File: config.mk
export PLATFORM = sky130hd
export DESIGN_NAME = apt_pipe_ctrl
export DESIGN_NICKNAME = d
export VERILOG_FILES = /design/src/rtl/apt_pkg.sv /design/src/rtl/apt_pipe_ctrl.sv
export SDC_FILE = /design/constraint.sdc
export NUM_CORES = 1
export LEC_CHECK = 0
export ABC_AREA = 1
export BUFFER_PORTS_ARGS = -buffer_cell sky130_fd_sc_hd__clkbuf_2
export CORE_AREA = 2 2 39 41
export CTS_CLUSTER_DIAMETER = 30
export DETAILED_ROUTE_END_ITERATION = 10
export DIE_AREA = 0 0 41 43
export PLACE_DENSITY_LB_ADDON = 0.08
export SLEW_MARGIN = 15
export SYNTH_ARGS = -nofsm -noshare
export SYNTH_HDL_FRONTEND = slang
export SYNTH_SLANG_ARGS = --single-unit
export TNS_END_PERCENT = 10
File: constraint.sdc
create_clock -name clock -period 0.8 [get_ports clock]
set_input_delay 0.12 -clock clock [delete_from_list [all_inputs] [get_ports clock]]
set_output_delay 0.12 -clock clock [all_outputs]
set_load 0.02 [all_outputs]
File: src/rtl/apt_pkg.sv
package apt_pkg;

   localparam int COORD_WIDTH = 32;
   localparam int COEF_WIDTH = 18;

   localparam int CSR_INDEX_WIDTH = 3;

   localparam logic [CSR_INDEX_WIDTH-1:0] CSR_ROW0_LINEAR = 3'd0;
   localparam logic [CSR_INDEX_WIDTH-1:0] CSR_ROW1_LINEAR = 3'd1;
   localparam logic [CSR_INDEX_WIDTH-1:0] CSR_ROW2_LINEAR = 3'd2;
   localparam logic [CSR_INDEX_WIDTH-1:0] CSR_SHIFT_X = 3'd3;
   localparam logic [CSR_INDEX_WIDTH-1:0] CSR_SHIFT_Y = 3'd4;
   localparam logic [CSR_INDEX_WIDTH-1:0] CSR_SHIFT_Z = 3'd5;

   // Load enables of the four pipeline stages.
   typedef struct packed {
      logic mul;
      logic pair;
      logic total;
      logic out;
   } stage_en_type;

endpackage

File: src/rtl/apt_pipe_ctrl.sv
module apt_pipe_ctrl (
   input  logic                  clock,
   input  logic                  reset,
   input  logic                  req_valid,
   output logic                  req_stall,
   input  logic                  req_is_last,
   output logic                  rsp_valid,
   input  logic                  rsp_stall,
   output logic                  rsp_end_mark,
   output apt_pkg::stage_en_type en
);

   localparam int NumStages = 4;

   logic [NumStages-1:0] valid_ff;
   logic [NumStages-1:0] valid_in;
   logic [NumStages-1:0] last_ff;
   logic [NumStages-1:0] last_in;
   logic [NumStages-1:0] load;

   always_comb begin
      load[NumStages-1] = !valid_ff[NumStages-1] || !rsp_stall;
      for (int i = NumStages - 2; i >= 0; i--) begin
         load[i] = !valid_ff[i] || load[i+1];
      end
      valid_in = valid_ff;
      last_in = last_ff;
      if (load[0]) begin
         valid_in[0] = req_valid;
         last_in[0] = req_is_last;
      end
      for (int i = 1; i < NumStages; i++) begin
         if (load[i]) begin
            valid_in[i] = valid_ff[i-1];
            last_in[i] = last_ff[i-1];
         end
      end
   end

   always_ff @(posedge clock) begin
      if (reset) begin
         valid_ff <= '0;
      end else begin
         valid_ff <= valid_in;
      end
   end

   always_ff @(posedge clock) begin
      last_ff <= last_in;
   end

   assign req_stall = !load[0];
   assign rsp_valid = valid_ff[NumStages-1];
   assign rsp_end_mark = last_ff[NumStages-1];
   assign en.mul = load[0];
   assign en.pair = load[1];
   assign en.total = load[2];
   assign en.out = load[3];

`ifndef SYNTH
   // The input side only waits when every stage holds an item and the output is blocked.
   assert property (@(posedge clock) disable iff (reset)
      req_stall |-> (&valid_ff) && rsp_stall)
      else $error("input stalled while the pipeline has room");

   assert property (@(posedge clock) disable iff (reset)
      (req_valid && !req_stall) |=> valid_ff[0])
      else $error("accepted transfer did not enter the first stage");

   assert property (@(posedge clock) disable iff (reset)
      (valid_ff[1] && !load[2]) |=> valid_ff[1] && $stable(last_ff[1]))
      else $error("blocked item left the pair stage");

   assert property (@(posedge clock)
      reset |=> !rsp_valid)
      else $error("result valid after reset");
`endif

endmodule

Word-level counts from Yosys, hierarchy flattened
Index checks and enable logic that the tools add are counted.
{ "op_classes": {"n_reduce_logical": 10} }
{ "ops": {"columns": ["operator", "count"], "rows": [
  ["1-bit zero test", 6],
  ["1-bit logical OR", 4]
]} }
{ "word_totals": {"reg_bits": 8, "output_inout_bits": 7, "elab_cells": 18} }

Longest topological paths before layout
{ "logic_depth": {"depth_word": 6, "ltp_mapped": 4, "depth_no_buf": 4} }

Worst setup path before layout
OpenSTA, ideal clock, no wires.
{ "synth_path": {"path_kind": "register to output", "startpoint": "reg valid_ff[3]", "endpoint": "out req_stall", "arrival_ps": 1144, "required_time_ps": 680, "setup_slack_ps": -464, "path_stages_with_launch": 5, "n_path_buf": 0, "path_cell_list": "dfxtp_1 > nand2_2 > nor2_4 > nand3_2 > inv_1"} }
{ "synth_rtl": {"columns": ["element", "line_no", "source"], "rows": [
  ["start: declaration", "apt_pipe_ctrl.sv:15", "logic [NumStages-1:0] valid_ff;"],
  ["start signal: assignment", "apt_pipe_ctrl.sv:44", "valid_ff <= valid_in;"],
  ["end: declaration", "apt_pipe_ctrl.sv:5", "output logic req_stall,"]
]} }

Final worst setup path
{ "layout_path": {"startpoint": "reg valid_ff[3]", "endpoint": "out req_stall"} }
{ "layout_via": {"elab_chain_len": 6} }
{ "layout_rtl": {"columns": ["element", "line_no", "source"], "rows": [
  ["1-bit zero test", "apt_pipe_ctrl.sv:22", "load[NumStages-1] = !valid_ff[NumStages-1] || !rsp_stall;"],
  ["1-bit logical OR", "apt_pipe_ctrl.sv:22", null],
  ["1-bit logical OR (3 in a row)", "apt_pipe_ctrl.sv:24", "load[i] = !valid_ff[i] || load[i+1];"],
  ["1-bit zero test", "apt_pipe_ctrl.sv:52", "assign req_stall = !load[0];"]
]} }
No other way between the ends.

==> impl_metrics.tcl <==
set metrics [dict create \
    syn_to_final_growth_pct 65.3 \
    min_path_cells 1 \
    grt_max_degree 6 \
    outcome "complete, but fails checks" \
    crit_slowest_cell "dfxtp_4" \
    end_kind "primary output" \
    p_leak_uw 0.000183 \
    hold_violations 0 \
    grt_pass1_vias 207 \
    power.net_switching_uw 173 \
    worstHoldPathType "input pin to register" \
    tritoncts "yes" \
    crit_fanout 4 \
    ys_seq_elements 8 \
    synth_top_area_cell "edfxtp_1" \
    cp_cell_sequence "nand2_8 -> nor2_4 -> nand3_4 -> inv_2 -> buf_8" \
    hold_path_end "last_ff[0]" \
    ys_seq_area_frac 0.721 \
    worstMarginPinSlew_ns 0.171 \
    p_sw_frac 0.209 \
    cts_root_buf "clkbuf_4" \
    grt_pass1_wl_um 765 \
    io_buffers 11 \
    viasPerCell 3.65 \
    synthTopCellsByCount "dfxtp_1 (4), edfxtp_1 (4), inv_1 (4)" \
    cpPeakStageDelay_ns 0.37 \
    syn_avg_cell_area_um2 12.6 \
    clkPwrFrac 0.399 \
    core_um2 1380 \
    setup_tns_ns -2.58 \
    track_usage 0.0697 \
    start_util 0.201 \
    postRouteAntennaNets 0 \
    htreeDepth 1 \
    diodes 0 \
    cp.buffers_inverters 2 \
    synth-async-reset-ratio 0 \
    ys_top_cells_by_area "edfxtp_1 (43%), dfxtp_1 (29%), a21oi_1 (5.4%)" \
    fin_nets 47 \
    maxSlewViolCount 0 \
    vdd_drop_max_mv 0.811 \
    worst_setup_path_start_kind "register" \
    period_minus_slack_ns 1.20 \
    slew_headroom 0.886 \
    ioPinCount 12 \
    p_per_area_nw_per_um2 1800 \
    regToRegSetupSlack_ns -0.27 \
    dpl.hpwl_um 368 \
    layout_setup_ws_ns -0.398 \
    drtPass1Iterations 2 \
    clk_pin_slew_ns 0.06 \
    drc 0 \
    fin_cells 57 \
    synth-edff-count 4 \
    power.share.combinational 0.050 \
    cp_data_arrival_time_ns 1.08 \
    synth-main-ff-cell "edfxtp_1" \
    hp-start "req_is_last" \
    grt_antenna_before_repair 0 \
    cts_sinks 8 \
    violations "negative setup slack" \
    ff2ff_path_depth 6 \
    p_seq_frac 0.551 \
    r2r-start "valid_ff[3]" \
    fin_util 0.332 \
    maxCapViolCount 0 \
    required_ns 0.68 \
    crit_family "flip-flops" \
    finalWirelength_um 467 \
    dpl_cell_area_um2 395 \
    drtIter0Drc 2 \
    wire_per_inst_um 8.19 \
    num_vias 208 \
    final_cell_area_um2 459 \
    cts_buffers 3 \
    place_congestion 0.567 \
    r2r-end "valid_ff[0]" \
    drive_gt1_frac 0.683 \
    yosysWarningCount 0 \
    dieArea_um2 1760 \
    hold_slack_ns 0.0364 \
    cts.path.max_buffers 2 \
    syn_nets 27 \
    syn_inst 22 \
    synth.top_cell.area_share 0.432 \
    fin_skew_ns 0.00996 \
    synth_area_um2 278 \
    grt-ovfl-total 0 \
    chipHeight_um 43 \
    path_class "register to primary output" \
    fmax_mhz 834 \
    finalSetupViolCount 12 \
    dieWidth_um 41 \
    rows 14 \
    post-route-period-util 1.50 \
    rsz0062_at_grt "true" \
    synth.distinct_cells 10 \
    worstSkewPairLatency_ns 0.25 \
    p_int_uw 656 \
    dp.cells 51 \
]
-- sequential cells by signal (all words and copies together), names as in the netlist --
signal and count:
last_ff 4, valid_ff 4
-- cell usage in the layout, fill, tap and decap left out --
cell type | netlist | layout
clkbuf_4 | 0 | 4
clkbuf_2 | 0 | 4
edfxtp_1 | 4 | 4
buf_2 | 0 | 4
buf_4 | 0 | 4
inv_2 | 2 | 3
inv_1 | 4 | 3
dfxtp_1 | 4 | 3
a21oi_1 | 3 | 2
a21oi_2 | 1 | 2
nand2_8 | 0 | 1
nor2_4 | 1 | 1
nand3_4 | 0 | 1
nand2_2 | 1 | 1
clkbuf_1 | 0 | 1
buf_6 | 0 | 1
buf_8 | 0 | 1
dfxtp_4 | 0 | 1
-- what timing repair did --
item                       in CTS  in global routing
setup endpoints to repair      14                 14
resized for setup               3                  9
buffers inserted                2                  0
hold buffers                    0                  0
pin swaps                       3                  0
-- layout make-up --
type,count,area [um2]
clock buffer,4,26.3
fill,150,925
inverter,6,22.5
multi-input combinational,8,82.6
sequential,8,204
tap,16,20.0
timing repair buffer,15,104
-- worst register-to-register path, stage by stage (launching register included) --
cell,delay (ns)
dfxtp_4,0.37
nand2_8,0.05
nor2_4,0.14
nand3_4,0.10
buf_4,0.14
buf_4,0.12
a21oi_2,0.09
-- worst max-delay path by stage --
stage,slack [ns],cells past startpoint,start,to
6_report,-0.40,5,valid_ff[3],req_stall
5_1_grt,-0.47,5,valid_ff[3],req_stall
4_1_cts,-0.44,5,valid_ff[3],req_stall
3_5_place_dp,-0.21,5,valid_ff[3],req_stall
3_3_place_gp,-0.20,5,valid_ff[3],req_stall
2_1_floorplan,-0.25,3,valid_ff[3],last_ff[0]
-- cell families after synthesis --
kind of cell	count (synthesis)	share of synthesized area
buf+inv	6	0.0811
flops	8	0.721
compound gates	4	0.0856
simple gates	4	0.113
-- layer usage --
metal	routed length (um)	GRT usage
met1	182	0.0754
met2	236	0.0938
met3	49	0.0366
met4	0	0.0600
met5	0	0
-- stage by stage --
stage                     power (uW)  worst slack [ns]
after floorplan                  483            -0.249
after global placement           505            -0.201
after detailed placement         506            -0.210
after CTS                        845            -0.441
after global routing             865            -0.466
final                            829            -0.398
-- power by group through the flow --
| stage | registers [uW] | logic (uW) | clock network [uW] |
|---|---|---|---|
| after floorplan | 470 | 12.9 | 0 |
| after global placement | 465 | 39.8 | 0 |
| after detailed placement | 465 | 40.4 | 0 |
| after CTS | 456 | 40.3 | 349 |
| after global routing | 458 | 46.2 | 361 |
| final | 456 | 41.8 | 330 |
(Power assumes the default switching activity.)
